`config.mk`:
```
export PLATFORM = sky130hd
export DESIGN_NAME = plru_ram
export DESIGN_NICKNAME = d
export VERILOG_FILES = /design/src/hdl/plru_ram.sv
export SDC_FILE = /design/constraint.sdc
export NUM_CORES = 1
export LEC_CHECK = 0
export ABC_AREA = 1
export ABC_CLOCK_PERIOD_IN_PS = 2500
export BUFFER_PORTS_ARGS = -buffer_cell sky130_fd_sc_hd__buf_4
export CORE_MARGIN = 4
export CORE_UTILIZATION = 30
export DETAILED_ROUTE_END_ITERATION = 6
export GPL_TIMING_DRIVEN = 0
export MAX_ROUTING_LAYER = met4
export SLEW_MARGIN = 20
export SYNTH_ARGS = -nofsm -noshare
export SYNTH_HDL_FRONTEND = slang
export SYNTH_SLANG_ARGS = --single-unit
```
`constraint.sdc`:
```
create_clock -name clk -period 2.5 [get_ports clk]
set_clock_uncertainty 0.05 [all_clocks]
set_input_delay 0.25 -clock clk [delete_from_list [all_inputs] [get_ports clk]]
set_output_delay 0.25 -clock clk [all_outputs]
set_load 0.03 [all_outputs]
```
`src/hdl/plru_ram.sv`:
```
// Generic single-write, single-read RAM with registered read data.
// Standalone; holds one row per cache set for the replacement block.
`default_nettype none

module plru_ram #(
  parameter int DEPTH = 64,
  parameter int WIDTH = 8,
  parameter int ADDR_BITS = (DEPTH > 1) ? $clog2(DEPTH) : 1
) (
  input  wire logic                 clk,
  input  wire logic                 wr_en,
  input  wire logic [ADDR_BITS-1:0] wr_addr,
  input  wire logic [WIDTH-1:0]     wr_data,
  input  wire logic                 rd_en,
  input  wire logic [ADDR_BITS-1:0] rd_addr,
  output logic      [WIDTH-1:0]     rd_data
);

  logic [WIDTH-1:0] mem [DEPTH];

  // write port
  always_ff @(posedge clk) begin
    if (wr_en) begin
      mem[wr_addr] <= wr_data;
    end
  end

  // registered read port
  always_ff @(posedge clk) begin
    if (rd_en) begin
      rd_data <= mem[rd_addr];
    end
  end

endmodule

`default_nettype wire

```
Yosys cells after proc, flatten, opt, wreduce, memory -nomap -nowiden
Memory sizes are Yosys's and may differ from the RTL's. A register that Yosys moved wholly into a read port is not among the register bits.
Cells that the tools add are included.
{"block": "op_classes", "n_addsub": 0, "n_mul": 0, "div": 0, "magnitude_cmp": 0, "n_eq_ne": 0, "n_shift": 0, "n_mux": 2, "bitwise": 0, "n_reduce_logical": 0}
{"operator": "1-bit 2-to-1 mux", "count": 2}
{"block": "word_totals", "ff_bits": 0, "latchBits": 0, "ramBits": 512, "romBits": 0, "input_bits": 23, "word_cells": 3, "n_memories": 1}
{"memory": "mem", "words": 64, "width": 8, "rd": 1, "rd_ports_with_merged_regs": 1, "write_ports": 1, "line_no": "19", "source": "logic [WIDTH-1:0] mem [DEPTH];"}

Longest topological paths before layout
{"block": "depth", "word_depth": 2, "mapped_depth": 12, "mapped_depth_nobuf": 9}

Least setup slack after synthesis
OpenSTA, ideal clock, no wires.
{"block": "synth_timing", "kind": "in2reg", "start": "input wr_en", "end": "memory mem[48][0] (enable)", "setup_time_ps": 395, "t_arrival_ps": 1621, "required_ps": 2055, "setup_slack_ps": 434, "cell_stages": 3, "path_buffers": 1, "path_cell_list": "clkbuf_1 > nand4_1 > nor4_1"}
{"block": "synth_between", "elab_chain_cells": 2}
{"element": "from (decl)", "line_no": "11", "source": "input wire logic wr_en,"}
{"element": "1-bit 2-to-1 mux", "line_no": "23", "source": "if (wr_en) begin"}
{"element": "1-bit 2-to-1 mux (implied by the code)", "line_no": "24", "source": "mem[wr_addr] <= wr_data;"}
{"element": "to (decl)", "line_no": "19"}
No other way between the ends.

Final worst setup path
{"block": "layout_timing", "start": "input wr_addr[0]", "end": "memory mem[18][6] (enable)"}
{"element": "from (decl)", "line_no": "12", "source": "input wire logic [ADDR_BITS-1:0] wr_addr,"}
No word-level cell before the write port.

==> summary.md <==
| Metric | Value |
|---|---|
| Power Dens Cells | between 700 and 800 nW/µm² |
| Post-CTS sizing | 0 |
| Detailed-route DRC error count | 0 |
| Skew-Pair Late Insertion Delay | around 0.60 ns |
| Power, Total | between 15 and 20 mW |
| Maxcap violations | 0 |
| Clock buffer depth | 3 |
| Critical path peak fanout | 9 |
| Outcome | completed |
| DR pass1 iterations | 5 |
| RD Place Congestion | 0.928 |
| Switching power | 4.26 mW |
| Combinational Power Share | under 10% |
| Synth cell types | 15 |
| Initial DRC Count | 1695 |
| Commonest non-fill, non-tap cell in the layout | nand2_1 |
| Sw frac | 23.1% |
| YS warnings | 0 |
| Share of cells above drive strength 1 | between 10 and 15% |
| CTS Root Buffer Type | clkbuf_16 |
| Seq/Total Area, Yosys | between 70% and 80% |
| Routed Antenna Nets | 0 |
| Gr ovfl total | 0 |
| Clock power share | roughly two fifths |
| Slew @ Worst Pin | 1.03 ns |
| Final count of hold timing violations | 0 |
| Die width | 275 µm |
| Highest-count cells in the layout ignoring fill and taps | 648 x nand2_1, 520 x edfxtp_1, 439 x nand3_1 |
| CTS tree | done |
| Net Count, Synth | between 1500 and 2000 |
| Peak supply drop | 0.399 mV |
| CP required | 2.66 ns |
| Initial antenna violation count | 1 |
| Vias in the first global route | approximately 14000 |
| P_int | around 14 mW |
| RSZ-0062 raised after global routing | false |
| Dpl cells | 2775 |
| Fin nets | 1913 |
| Max Slew Vio Count | 0 |
| DR vias | roughly 14000 |
| Clock slew at reported path FFs | about 0.060 ns |
| First-pass GRT wire length | between 90000 and 100000 µm |
| Crit path kind | in2reg |
| Cell Area, Synth | between 20000 and 25000 µm² |
| R2r setup slk | ~0.66 ns |
| Startpoint Class | primary input |
| Period utilization | between 90 and 100% |
| Highest achievable clock rate | around 0.43 GHz |
| Reg power frac | between 50% and 60% |
| Core Region | roughly 70000 µm² |
| Final setup vio count | 0 |
| R2r worst-path depth | 8 |
| Max_slew headroom | a little under a third |
| Routed WL per cell | 22.3 µm |
| Die Height | ~280 µm |
| Fin cells | about 2900 |
| Leakage | roughly 8.7 nW |
| Synthesis-to-finish area growth | 14.2% |
| Worst EP arrival | between 2 and 2.5 ns |
| I/O Pins | 31 |
| Port bufs | 22 |
| Hold path depth | 1 |
| Syn Inst Count | between 1500 and 2000 |
| FF+latch count, synth | 520 |
| Total track usage | between 15 and 20% |
| Worst setup EP type | register |
| Die area | 75700 µm² |
| Mean Syn Cell Area | around 12 µm² |
| TNS Setup | 0 ns |
| Cts bufs inserted | 52 |
| Worst hold path type | in2reg |
| CTS H-tree lvls | 2 |
| Vias per cell | about 5 |
| Crit path time final | between 2 and 2.5 ns |
| Clk sink count | between 500 and 600 |
| Largest net degree at the start of global routing | 65 |
| Placement Rows | a little under 100 |
| Initial Util | about 30% |
| DP Wirelength | around 43000 µm |
| Final wirelength | 63900 µm |
## power groups by stage
stage	clock network (mW)	logic, mW	registers (mW)
final	7.44	1.34	9.69
after global routing	7.90	1.43	9.69
after CTS	7.51	1.32	9.69
after detailed placement	0	1.32	9.87
after global placement	0	1.30	9.87
after floorplan	0	0.678	9.89
## critical path: stages
cell and delay [ns]:
clkbuf_1 0.23, inv_1 0.35, nand4_1 0.68, nor2_1 0.95
## routing by layer
| metal | global-route usage [%] | routed length [µm] | up-vias |
|---|---|---|---|
| met3 | 3.05 | 4820 | 106 |
| met1 | 23.6 | 28300 | 7141 |
| met4 | 4.66 | 1690 | 0 |
| met5 | - | 0 | - |
| met2 | 26.4 | 29100 | 571 |
| li1 | - | - | 6531 |
## area by class of cell
type	instances	area (µm²)
Clock inverter	24	194
Inverter	12	50.0
Sequential cell	520	15600
Fill cell	6908	45900
Clock buffer	69	1390
Buffer	113	808
Multi-Input combinational cell	1160	5000
Tap cell	940	1180
Antenna cell	1	2.50
Timing Repair Buffer	31	223
## synth_stat cells
| library cell | n | area share, % |
|---|---|---|
| buf_2 | 37 | 0.86 |
| nor2_1 | 56 | 0.98 |
| buf_6 | 35 | 1.8 |
| nand2_1 | 648 | 11 |
| nor4_1 | 8 | 0.23 |
| inv_2 | 1 | 0.018 |
| nand4_1 | 9 | 0.26 |
| inv_1 | 10 | 0.18 |
| nand3_1 | 439 | 10 |
| buf_4 | 14 | 0.49 |
| buf_8 | 2 | 0.14 |
| clkbuf_1 | 15 | 0.26 |
| buf_1 | 10 | 0.18 |
| inv_6 | 1 | 0.041 |
| edfxtp_1 | 520 | 73 |
## kinds of logic (layout without fill, tap and decap cells)
| family | Yosys count | in the layout | share of synthesized area [%] |
|---|---|---|---|
| buffers and inverters | 125 | 249 | 4.01 |
| and+or+nand+nor | 1160 | 1160 | 23.1 |
| DFF | 520 | 520 | 72.9 |
| other | 0 | 1 | 0 |
## registers in the layout (all words and copies together), names as in the netlist
register / flops
rd_data: 8
mem: 512
## what timing repair did
action                                 4_1_cts  5_1_grt
setup buffers                                0        0
endpoints found under the hold margin        8        0
hold buffers                                 1        0
## final timing paths
check / from / endpoint
max reg2reg: mem[63][3]$_DFFE_PP_ / rd_data[3]$_DFFE_PP_
max: wr_addr[0] / mem[18][6]$_DFFE_PP_
min: wr_data[7] / mem[18][7]$_DFFE_PP_
min reg2reg: mem[6][0]$_DFFE_PP_ / rd_data[0]$_DFFE_PP_
## metrics by stage
step	worst slack, ns	hold WS (ns)	util (%)	area, µm²
floorplan	0.434	0.299	-	21400
global placement	-0.543	0.577	32.3	22800
detailed placement	-0.374	0.582	32.5	22900
CTS	0.242	0.175	34.7	24400
global route	0.172	0.201	34.7	24500
finish	0.182	0.210	34.7	24500
No activity file was read; power rests on OpenSTA's default activity.
