<file path="config.mk">
export PLATFORM = sky130hd
export DESIGN_NAME = plru_rank
export DESIGN_NICKNAME = d
export VERILOG_FILES = /design/src/hdl/plru_pkg.sv /design/src/hdl/plru_rank.sv
export SDC_FILE = /design/constraint.sdc
export NUM_CORES = 1
export LEC_CHECK = 0
export BUFFER_PORTS_ARGS = -buffer_cell sky130_fd_sc_hd__buf_4
export CAP_MARGIN = 5
export CORE_MARGIN = 3
export CORE_UTILIZATION = 58
export DETAILED_ROUTE_END_ITERATION = 8
export PLACE_DENSITY = 0.91
export SYNTH_ARGS = -nofsm -noshare
export SYNTH_HDL_FRONTEND = slang
export SYNTH_SLANG_ARGS = --single-unit
</file>
<file path="constraint.sdc">
create_clock -name vclk -period 10.8
set_input_delay 0.54 -clock vclk [all_inputs]
set_output_delay 0.54 -clock vclk [all_outputs]
set_load 0.05 [all_outputs]
</file>
<file path="src/hdl/plru_pkg.sv">
// Shared types, sizes and helpers for the protected LRU replacement block.
// Used by protected_lru_replacement_top and plru_rank under hdl; depends on nothing else.
`default_nettype none

package plru_pkg;

  // cache geometry and counter width
  localparam int WAYS       = 8;
  localparam int SETS       = 64;
  localparam int COUNT_BITS = 16;

  // fixed widths of the interface fields
  localparam int OP_FIELD_BITS  = 1;
  localparam int SET_FIELD_BITS = 6;
  localparam int WAY_FIELD_BITS = 3;
  localparam int MAX_CNT_BITS   = 16;
  localparam int PROT_BITS      = 4;
  localparam int CFG_IDX_BITS   = 2;
  localparam int CFG_DATA_BITS  = 16;

  // derived internal widths
  localparam int WAY_BITS = (WAYS > 1) ? $clog2(WAYS) : 1;
  localparam int SET_BITS = (SETS > 1) ? $clog2(SETS) : 1;
  localparam int POS_BITS = $clog2(WAYS + 1);

  typedef logic [COUNT_BITS-1:0]   cnt_t;
  typedef logic [WAY_BITS-1:0]     way_t;
  typedef logic [SET_BITS-1:0]     set_t;
  typedef logic [POS_BITS-1:0]     pos_t;
  typedef logic [CFG_IDX_BITS-1:0] cfg_idx_t;

  // register indexes of the configuration port
  localparam cfg_idx_t CFG_MAX_COUNT    = cfg_idx_t'(0);
  localparam cfg_idx_t CFG_PROTECT_WAYS = cfg_idx_t'(1);

  // access kinds
  localparam logic OP_HIT  = 1'b0;
  localparam logic OP_MISS = 1'b1;

  // one stored row holds a whole set
  typedef struct packed {
    cnt_t [WAYS-1:0] cnt;
    way_t [WAYS-1:0] rnk;
  } row_t;

  localparam int ROW_BITS = $bits(row_t);

  // sequencer states
  typedef enum logic [2:0] {
    ST_IDLE,
    ST_READ,
    ST_LOAD,
    ST_HIT,
    ST_WALK,
    ST_WRITE
  } state_t;

  // contents of a set that was never written
  function automatic row_t reset_row();
    row_t r;
    for (int k = 0; k < WAYS; k++) begin
      r.cnt[k] = '0;
      r.rnk[k] = way_t'(k);
    end
    return r;
  endfunction

endpackage

`default_nettype wire

</file>
<file path="src/hdl/plru_rank.sv">
// Priority position unit: counts the ways that outrank one candidate way.
// Depends on plru_pkg; shared by every step of the miss walk.
`default_nettype none

module plru_rank
  import plru_pkg::*;
(
  input  wire cnt_t [WAYS-1:0] cnt,
  input  wire way_t [WAYS-1:0] rnk,
  input  wire way_t            cand,
  output pos_t                 pos
);

  logic [WAYS-1:0] better;

  // a way outranks the candidate on a larger count, or an equal count and more recent use
  always_comb begin
    for (int k = 0; k < WAYS; k++) begin
      better[k] = (cnt[k] > cnt[cand]) ||
                  ((cnt[k] == cnt[cand]) && (rnk[k] < rnk[cand]));
    end
  end

  // population count of the outranking ways
  always_comb begin
    pos = '0;
    for (int k = 0; k < WAYS; k++) begin
      pos = pos + pos_t'(better[k]);
    end
  end

endmodule

`default_nettype wire

</file>
# --- Word-level counts from Yosys, hierarchy flattened ---
# Index checks and enable logic that the tools add are counted.
# Widths: inputs -> output; s select.
classes:
  bitwise_logic: 0
  n_div: 0
  mul: 0
  addsub: 7
  n_lt_le_gt_ge: 17
  shifts: 0
  n_mux: 4
  reduce_logical: 16
  n_eq_ne: 8
op_table:
  columns: ["cell", "n"]
  rows:
  - ["$eq 16x16->1", 8]
  - ["$gt 16x16->1", 8]
  - ["$bmux 16 s3", 1]
  - ["$lt 3x3->1", 8]
  - ["$add 4x1->4", 4]
  - ["$mux 16", 1]
  - ["$bmux 3 s3", 1]
  - ["$logic_and 1x1->1", 8]
  - ["$logic_or 1x1->1", 8]
  - ["$add 3x1->4", 1]
  - ["$lt 3x4->1 const B", 1]
  - ["$add 2x1->3", 1]
  - ["$mux 3", 1]
  - ["$add 1x1->2", 1]
totals:
  inputBits: 155
  memories: 0
  regBits: 0
  ram_bits: 0
  latch_bits: 0
  rom_bits: 0

# --- Logic depth before layout (Yosys ltp) ---
# Gate-level depths: netlist of the first run.
logic_depth:
  ltp_word: 12
  depth_mapped: 20
  mapped_depth_nobuf: 17

# --- Least setup slack after synthesis of the first run ---
# No wires, ideal clock.
synth_path:
  path_type: "input-to-output"
  startpoint: "input cand[0]"
  endpoint: "output pos[2]"
  path_slack_ns: 4.251
  path_buffers: 3
  required_time_ns: 10.260
  t_arrival_ns: 6.009
  cell_stages: 19
  cell_sequence: "buf_6 buf_12 buf_2 mux4_2 mux2i_1 ha_1 nor2b_1 o211ai_1 a2111oi_0 a211oi_1 a22o_1 fa_1 fa_1 fa_1 inv_1 ha_1 inv_1 fa_1 xnor2_1"
synth_between:
  elab_chain_cells: 12
  elab_cells_between_ends: 51
  cone_classes: "add/sub (7); order compare (16); eq/ne (8); mux (4); reduce/logical (16)"
synth_rtl:
  columns: ["item", "line", "source"]
  rows:
  - ["start, declared", "plru_rank.sv:10", "input wire way_t cand,"]
  - ["branches (longest 11 deep; another with $gt 16x16->1)", null, null]
  - ["$add 4x1->4 (*)", "plru_rank.sv:28", "pos = pos + pos_t'(better[k]);"]
  - ["end, declared", "plru_rank.sv:11", "output pos_t pos"]
# Every way passes the cells marked *. The select of a mux whose other input is x is not followed.

# --- Worst setup path after layout of the first run ---
layout_path:
  startpoint: "input cand[0]"
  endpoint: "output pos[1]"
# Same word-level chain as after synthesis.

==> impl_metrics.env, run 1 <==
export IMPL_coreArea_mm2=0.00733
export IMPL_grt_start_max_net_pins=41
export IMPL_relSlewSlack_pct=37.7
export IMPL_synth_warning_count=0
export IMPL_synthAdderAreaFrac_pct=43.2
export IMPL_worstSetupPathDepth=17
export IMPL_yosys_area_top_type="ha_1"
export IMPL_critPathMaxFanout=40
export IMPL_cellLeakagePower_nw=2.88
export IMPL_wl_per_cell_um=21.5
export IMPL_hold_violations=0
export IMPL_nets=916
export IMPL_peakVddDrop_mv=0.325
export IMPL_drive_gt1_share_pct=32.7
export IMPL_intPower_mw=0.214
export IMPL_cts_resized=0
export IMPL_die_area_mm2=0.00876
export IMPL_dp_hpwl_mm=13.1
export IMPL_status="complete, no violations"
export IMPL_antenna_found_initial=0
export IMPL_place_gp_congestion=0.967
export IMPL_crit_buf_inv=5
export IMPL_regArea_um2=0
export IMPL_grt_pass1_vias=4893
export IMPL_crit_required_ns=10.26
export IMPL_critPathSlowestCell="mux2i_1"
export IMPL_start_util_pct=60.7
export IMPL_place_area_mm2=0.00569
export IMPL_drv_cap=0
export IMPL_fin_area_mm2=0.00569
export IMPL_yosys_top_cells_area="ha_1 41%, mux4_2 18%, a21oi_1 5.3%"
export IMPL_dr_pass1_iters=5
export IMPL_syn_nets=766
export IMPL_cp_start_kind="primary input"
export IMPL_worst_slew_pin_slew_ns=0.924
export IMPL_cts_hold_buf=0
export IMPL_n_sequential_cell=0
export IMPL_end_kind="primary output"
export IMPL_p_sw_share_pct=57.8
export IMPL_die_x_um=93.6
export IMPL_powerDensity_mw_per_mm2=89.2
export IMPL_cts_setup_buffers=0
export IMPL_critical_path_class="primary input to primary output"
export IMPL_power_share_clock_pct=0
export IMPL_route_vias_total=4744
export IMPL_switchingPower_mw=0.294
export IMPL_ys_seq_area_share_pct=0
export IMPL_io_pins=159
export IMPL_period_share_pct=64.8
export IMPL_n_antenna_cell=0
export IMPL_row_count=31
export IMPL_syn_avg_cell_area_um2=9.67
export IMPL_min_period_ns=7.00
export IMPL_synthSimpleGateAreaFrac_pct=11.8
export IMPL_cp_slowest_stage_delay_ns=0.69
export IMPL_placed_cells=707
export IMPL_drv_slew=0
export IMPL_worstPathArrival_ns=6.46
export IMPL_synth_compound_area_share_pct=18.1
export IMPL_pwr_share_seq_pct=0
export IMPL_drt_total_wl_mm=15.2
export IMPL_drt_iter0_drc=329
export IMPL_grt_pass1_wl_mm=23.8
export IMPL_drc=0
export IMPL_setup_viol=0
export IMPL_setup_tns_ns=0
export IMPL_synth_cells=460
export IMPL_viasPerCell=6.71
export IMPL_ant_nets=0
export IMPL_pwr_share_comb_pct=100.0
export IMPL_syn_to_final_growth_pct=28.0
export IMPL_holdPathStages=6
export IMPL_die_h_um=93.6
export IMPL_power_mw=0.508
export IMPL_synth_distinct_cells=42
export IMPL_nClkBuffers=0
export IMPL_path_cells="buf_4 -> mux4_1 -> mux2i_1 -> ha_1 -> nand4_1 -> a2111oi_0 -> a211oi_1 -> a22o_1 -> fa_1 -> fa_1 -> fa_1 -> inv_1 -> ha_1 -> inv_1 -> fa_1 -> inv_1 -> buf_4"
export IMPL_crit_top_cell="fa_1"
export IMPL_final_util_pct=77.7
export IMPL_hold_class="primary input to primary output"
export IMPL_maxClockFrequency_mhz=143
export IMPL_crit_family="adder cells"
export IMPL_grt_use_total_pct=34.1
export IMPL_rsz0062_at_grt="false"
export IMPL_final_cells=707
export IMPL_synth_xor_area_share_pct=0.197
export IMPL_synth_top_family_by_area="adder cells"
export IMPL_portBuffers=159
export IMPL_globalRouteOverflowTotal=0
export IMPL_synth_top_area_share_pct=41.4
export IMPL_syn_area_mm2=0.00445
export IMPL_synthMuxAreaShare_pct=23.5
[kinds of logic (layout without fill, tap and decap cells)]
family | count (synthesis) | after routing
fa+ha+maj | 151 | 151
compound gates | 122 | 122
simple gates | 98 | 98
mux | 58 | 58
buf+inv | 30 | 178
xor+xnor | 1 | 1
[cells in the mapped netlist (all sizes together)]
library cell  number
o21a               3
ha               147
a311oi             3
a22o               3
o21ba              3
or2                1
fa                 4
a31oi              1
a2111oi            3
nor4               3
clkbuf             3
nor2               4
o211ai             4
a221o              1
and2               1
a41o               3
o221ai             3
buf                8
nand2b             3
a211oi             8
a21oi             47
o41ai              1
and3               1
nand3             10
nor2b             12
nand4             32
inv               19
a41oi              1
mux2i             21
o21ai             12
xnor2              1
nand2             20
mux4              37
a21o              24
nor3              11
a211o              1
a22oi              1
[cell usage in the layout (no fill, tap or decap), types with 4 or more instances in the layout]
cell type  synthesis  layout
buf_4              0     159
ha_1             147     147
a21oi_1           47      47
mux4_2            36      36
nand4_1           32      32
a21o_1            24      24
mux2i_1           21      21
nand2_1           20      20
inv_1             19      19
nor2b_1           12      12
nor3_1            11      11
nand3_1           10      10
o21ai_0            9       9
a211oi_1           8       8
o211ai_1           4       4
nor2_1             4       4
fa_1               4       4
[worst paths after layout]
path,from,endpoint,slack [ns]
min,cnt[47],pos[0],1.89
max,cand[0],pos[1],3.80
[final cells by class]
class | count | area (um2)
well taps | 99 | 124
inverters | 19 | 71.3
repair buffers | 159 | 1190
multi-input cells | 430 | 4310
fillers | 542 | 1640
[power by group through the flow]
stage	combinational, mW	sequential (mW)	clock [mW]
finish	0.508	0	0
floorplan	0.338	0	0
CTS	0.502	0	0
global route	0.557	0	0
global placement	0.483	0	0
detailed placement	0.499	0	0
[tightest hold or removal path: stages]
cell	delay, ns
buf_4	0.10
ha_1	0.15
a211oi_1	0.05
a22oi_1	0.16
ha_1	0.15
buf_4	0.20
[metal layers]
metal  vias to the layer above  part of all wire [%]  wire, um  GRT usage [%]
met5                         -                     0         0              0
met4                         0                   2.7       410           7.46
met3                        42                   9.6      1450           3.86
met2                       294                    48      7240           60.3
met1                      2192                    40      6110           44.5
li1                       2216                     -         -              -
[through the flow]
step | hold WS (ns) | worst slack, ns
2_1_floorplan | 1.78 | 4.25
3_3_place_gp | 1.90 | 4.18
3_5_place_dp | 1.89 | 3.92
4_1_cts | 1.89 | 3.92
5_1_grt | 1.96 | 3.54
6_report | 1.89 | 3.80
(Power assumes the default switching activity.)
==> run 2: changes to the inputs <==
--- a/config.mk
+++ b/config.mk
@@ -8,9 +8,9 @@
 export BUFFER_PORTS_ARGS = -buffer_cell sky130_fd_sc_hd__buf_4
 export CAP_MARGIN = 5
 export CORE_MARGIN = 3
-export CORE_UTILIZATION = 58
+export CORE_UTILIZATION = 48
 export DETAILED_ROUTE_END_ITERATION = 8
-export PLACE_DENSITY = 0.91
+export PLACE_DENSITY = 0.81
 export SYNTH_ARGS = -nofsm -noshare
 export SYNTH_HDL_FRONTEND = slang
 export SYNTH_SLANG_ARGS = --single-unit
==> constraint.sdc (replaced) <==
create_clock -name vclk -period 5.6
set_input_delay 0.28 -clock vclk [all_inputs]
set_output_delay 0.28 -clock vclk [all_outputs]
set_load 0.05 [all_outputs]
==> impl_metrics.env, run 2 (synthesis results as in run 1) <==
export IMPL_wl_per_cell_um=21.1
export IMPL_crit_required_ns=5.32
export IMPL_row_count=34
export IMPL_hold_class="primary input to primary output"
export IMPL_dp_hpwl_mm=14.0
export IMPL_end_kind="primary output"
export IMPL_viasPerCell=6.42
export IMPL_hold_violations=0
export IMPL_place_gp_congestion=0.973
export IMPL_maxClockFrequency_mhz=184
export IMPL_coreArea_mm2=0.00885
export IMPL_ant_nets=0
export IMPL_final_common_cell="buf_4"
export IMPL_worstPathArrival_ns=5.14
export IMPL_grt_use_total_pct=29.0
export IMPL_drv_cap=0
export IMPL_drt_total_wl_mm=15.8
export IMPL_final_cell_mix="184 x buf_4, 147 x ha_1, 46 x a21oi_1"
export IMPL_min_period_ns=5.42
export IMPL_powerDensity_mw_per_mm2=175
export IMPL_cp_start_kind="primary input"
export IMPL_die_h_um=102
export IMPL_antenna_found_initial=0
export IMPL_die_x_um=102
export IMPL_io_pins=159
export IMPL_status="complete, no violations"
export IMPL_relSlewSlack_pct=62.5
export IMPL_drv_slew=0
export IMPL_critical_path_class="primary input to primary output"
export IMPL_cellLeakagePower_nw=3.06
export IMPL_drive_gt1_share_pct=38.8
export IMPL_dr_pass1_iters=4
export IMPL_worst_slew_pin_slew_ns=0.548
export IMPL_rsz0062_at_grt="false"
export IMPL_syn_to_final_growth_pct=37.7
export IMPL_grt_pass1_vias=4875
export IMPL_hold_path_endpoint="pos[0]"
export IMPL_grt_pass1_wl_mm=23.8
export IMPL_regArea_um2=0
export IMPL_setup_viol=0
export IMPL_cp_slowest_stage_delay_ns=0.57
export IMPL_critPathSlowestCell="fa_1"
export IMPL_path_cells="buf_6 -> buf_12 -> mux4_2 -> mux2i_2 -> buf_4 -> ha_1 -> nand4_1 -> nor3_2 -> buf_4 -> nand4_1 -> nand4_1 -> o21ai_1 -> fa_1 -> fa_1 -> fa_1 -> inv_1 -> ha_1 -> inv_1 -> fa_2 -> inv_1 -> buf_4"
export IMPL_n_sequential_cell=0
export IMPL_critPathMaxFanout=9
export IMPL_start_util_pct=50.3
export IMPL_drt_iter0_drc=243
export IMPL_portBuffers=159
export IMPL_hp_start="cnt[47]"
export IMPL_die_area_mm2=0.0105
export IMPL_cts_hold_buf=0
export IMPL_nClkBuffers=0
export IMPL_period_share_pct=96.8
export IMPL_n_antenna_cell=0
export IMPL_setup_tns_ns=0
export IMPL_holdPathStages=6
export IMPL_drc=0
export IMPL_nets=948
export IMPL_peakVddDrop_mv=0.896
export IMPL_route_vias_total=4802
export IMPL_globalRouteOverflowTotal=0
export IMPL_grt_start_max_net_pins=28
export IMPL_power_mw=1.07
## run 2: changes by cell type in the layout (fill, tap and decap cells not counted), sizes merged
| cell | change |
|---|---|
| buf | +31 |
| clkbuf | +1 |
## run 2: worst max path at each step
stage             from  endpoint  slack [ns]  depth (start not counted)
2_1_floorplan  cand[0]    pos[1]       0.002                         18
3_3_place_gp   cand[0]    pos[2]        0.13                         20
3_5_place_dp   cand[0]    pos[2]        0.06                         18
4_1_cts        cand[0]    pos[2]        0.04                         18
5_1_grt        cand[0]    pos[1]        0.01                         20
6_report       cand[0]    pos[1]        0.18                         21
## run 2: final cells by class
cell class	instances	area (um2)
tap	108	135
fill	677	2730
multi-input combinational	430	4410
timing repair buffer	191	1500
inverter	19	71.3
## run 2: worst max-delay path: cells and delay by family
kind                     cells  cell delay, ns
AO/OA/AOI/OAI                1            0.08
adder cells (fa/ha/maj)      6            2.40
buffers and inverters        8            1.04
multiplexers                 2            0.71
AND/OR/NAND/NOR              4            0.62
## run 2: stage by stage
stage,setup slack [ns],area (um2),std cells,util (%),hold slack (ns)
after floorplan,0.00184,4480,460,-,1.26
after global placement,0.133,5970,742,67.4,1.38
after detailed placement,0.0566,5970,742,67.4,1.39
after CTS,0.0371,5970,742,67.4,1.41
after global routing,0.0138,6120,748,69.2,1.46
final,0.179,6120,748,69.2,1.41
## run 2: report_power, final
group	total [mW]	switching, mW	internal, mW
registers	0	0	0
logic	1.07	0.592	0.477
clock network	0	0	0
## run 2: what timing repair did
action	in CTS	in global routing
resized for setup	0	21
endpoints found under the setup margin	0	2
setup buffers	0	5
## run 2: metal layers
| metal | vias to the layer above | share of wire (%) | routed length [um] | track usage, % |
|---|---|---|---|---|
| li1 | 2280 | - | - | - |
| met1 | 2270 | 40 | 6370 | 38.2 |
| met2 | 212 | 47 | 7470 | 50.3 |
| met3 | 40 | 8.3 | 1300 | 2.53 |
| met4 | 0 | 3.9 | 607 | 8.88 |
| met5 | - | 0 | 0 | 0 |
==> run 3: changes to the inputs <==
--- a/config.mk
+++ b/config.mk
@@ -5,12 +5,13 @@
 export SDC_FILE = /design/constraint.sdc
 export NUM_CORES = 1
 export LEC_CHECK = 0
+export ABC_AREA = 1
 export BUFFER_PORTS_ARGS = -buffer_cell sky130_fd_sc_hd__buf_4
 export CAP_MARGIN = 5
 export CORE_MARGIN = 3
-export CORE_UTILIZATION = 48
+export CORE_UTILIZATION = 49
 export DETAILED_ROUTE_END_ITERATION = 8
-export PLACE_DENSITY = 0.81
+export PLACE_DENSITY = 0.8
 export SYNTH_ARGS = -nofsm -noshare
 export SYNTH_HDL_FRONTEND = slang
 export SYNTH_SLANG_ARGS = --single-unit
==> impl_metrics.env, run 3 <==
export IMPL_yosys_top_cells_area="ha_1 37%, nand2_1 14%, nor2_1 8.3%"
export IMPL_drt_total_wl_mm=16.5
export IMPL_die_x_um=107
export IMPL_n_antenna_cell=0
export IMPL_drc=0
export IMPL_setup_viol=0
export IMPL_die_area_mm2=0.0113
export IMPL_syn_nets=1115
export IMPL_grt_start_max_net_pins=46
export IMPL_min_period_ns=5.32
export IMPL_multi_input_area_mm2=0.00455
export IMPL_power_share_clock_pct=0
export IMPL_ys_seq_area_share_pct=0
export IMPL_start_util_pct=50.4
export IMPL_cts_setup_buffers=0
export IMPL_nets=1277
export IMPL_final_cell_mix="183 x buf_4, 182 x nand2_1, 147 x ha_1"
export IMPL_cp_start_kind="primary input"
export IMPL_globalRouteOverflowTotal=0
export IMPL_grt_busiest_layer="met2"
export IMPL_status="complete, no violations"
export IMPL_fin_ws_ns=0.283
export IMPL_grt_use_total_pct=28.4
export IMPL_viasPerCell=5.47
export IMPL_worst_slew_pin_slew_ns=0.492
export IMPL_holdWs_ns=1.31
export IMPL_place_area_mm2=0.00640
export IMPL_fin_area_mm2=0.00648
export IMPL_yosys_area_top_type="ha_1"
export IMPL_regArea_um2=0
export IMPL_wl_per_cell_um=15.0
export IMPL_hold_class="primary input to primary output"
export IMPL_critical_path_class="primary input to primary output"
export IMPL_row_count=36
export IMPL_route_vias_total=6023
export IMPL_intPower_mw=0.379
export IMPL_drv_slew=0
export IMPL_critPathMaxFanout=27
export IMPL_synth_top_area_share_pct=37.1
export IMPL_peakVddDrop_mv=0.221
export IMPL_antenna_found_initial=0
export IMPL_synth_warning_count=0
export IMPL_portBuffers=159
export IMPL_nClkBuffers=0
export IMPL_crit_required_ns=5.32
export IMPL_critPathSlowestCell="fa_1"
export IMPL_pwr_share_seq_pct=0
export IMPL_end_kind="primary output"
export IMPL_grt_met2_usage_pct=47.8
export IMPL_powerDensity_mw_per_mm2=145
export IMPL_drive_gt1_share_pct=21.7
export IMPL_synth_distinct_cells=30
export IMPL_cp_slowest_stage_delay_ns=0.55
export IMPL_use_met1_pct=41.9
export IMPL_final_cells=1102
export IMPL_switchingPower_mw=0.560
export IMPL_syn_to_final_growth_pct=30.9
export IMPL_coreArea_mm2=0.00982
export IMPL_maxClockFrequency_mhz=188
export IMPL_drv_cap=0
export IMPL_fillers=929
export IMPL_grt_pass1_vias=5604
export IMPL_period_share_pct=94.9
export IMPL_path_cells="buf_4 -> inv_4 -> buf_12 -> buf_4 -> nor2_1 -> o22ai_1 -> o21ai_2 -> ha_1 -> nand2_1 -> nor2_1 -> nand4_1 -> or2_2 -> nand2_1 -> nand2_1 -> inv_1 -> fa_1 -> fa_1 -> fa_1 -> inv_1 -> ha_1 -> inv_1 -> fa_1 -> inv_1 -> buf_4"
export IMPL_setup_tns_ns=0
export IMPL_grt_pass1_wl_mm=26.6
export IMPL_dr_pass1_iters=5
export IMPL_dp_hpwl_mm=14.6
export IMPL_syn_area_mm2=0.00495
export IMPL_io_pins=159
export IMPL_grt_use_met3_pct=0.668
export IMPL_cellLeakagePower_nw=3.65
export IMPL_synthTopCellsByCount="182 x nand2_1, 147 x ha_1, 109 x nor2_1, 80 x inv_1, 58 x o21ai_1"
export IMPL_ant_nets=0
export IMPL_hold_violations=0
export IMPL_worstPathArrival_ns=5.04
export IMPL_relSlewSlack_pct=67.2
export IMPL_final_common_cell="buf_4"
export IMPL_place_gp_congestion=1.01
export IMPL_synth_most_common_cell="nand2_1"
export IMPL_die_h_um=107
export IMPL_placed_cells=1102
export IMPL_syn_avg_cell_area_um2=6.12
export IMPL_place_ws_ns=0.231
export IMPL_synth_cells=809
export IMPL_n_sequential_cell=0
export IMPL_pwr_share_comb_pct=100.0
export IMPL_p_sw_share_pct=59.6
export IMPL_drt_iter0_drc=334
## run 3: repair_timing
item                                    4_1_cts  5_1_grt
gates resized for setup                       0       22
endpoints found under the setup margin        0        2
hold buffers                                  0        0
## run 3: power by group through the flow
stage / clock network, mW / logic (mW) / registers, mW
after global placement: 0 / 0.903 / 0
after CTS: 0 / 0.926 / 0
after detailed placement: 0 / 0.923 / 0
after floorplan: 0 / 0.614 / 0
after global routing: 0 / 1.06 / 0
final: 0 / 0.939 / 0
## run 3: cell type report
type                       count  share of cell area (%)
tap                          133                    2.57
multi-input combinational    698                    70.2
timing repair buffer         188                    22.4
inverter                      83                    4.88
## run 3: final timing paths
| check | end | from | depth (start not counted) | slack (ns) |
|---|---|---|---|---|
| hold / removal | pos[0] | rnk[6] | 8 | 1.31 |
| setup / recovery | pos[1] | cand[0] | 24 | 0.28 |
## run 3: kinds of logic after synthesis
kind of cell | Yosys count | synth area share [%]
xor+xnor | 1 | 0.177
compound gates | 203 | 23.2
simple gates | 343 | 28.5
fa+ha+maj | 151 | 38.8
buf+inv | 111 | 9.30
## run 3: worst max-delay path, delay by kind of cell
kind,cells,cell delay (ns)
adder cells (fa/ha/maj),6,2.46
AND/OR/NAND/NOR,7,0.91
buffers and inverters,9,1.05
AO/OA/AOI/OAI,2,0.32
## run 3: per-stage QoR
stage	total power, mW	util, %
2_1_floorplan	0.614	-
4_1_cts	0.926	65.2
5_1_grt	1.06	66.0
3_3_place_gp	0.903	65.2
6_report	0.939	66.0
3_5_place_dp	0.923	65.2
## run 3: routing by layer
| metal | wire (um) | vias to the layer above | part of all wire [%] |
|---|---|---|---|
| li1 | - | 3120 | - |
| met1 | 7870 | 2686 | 48 |
| met2 | 7480 | 207 | 45 |
| met3 | 1000 | 10 | 6.1 |
| met4 | 159 | 0 | 0.96 |
| met5 | 0 | - | 0 |
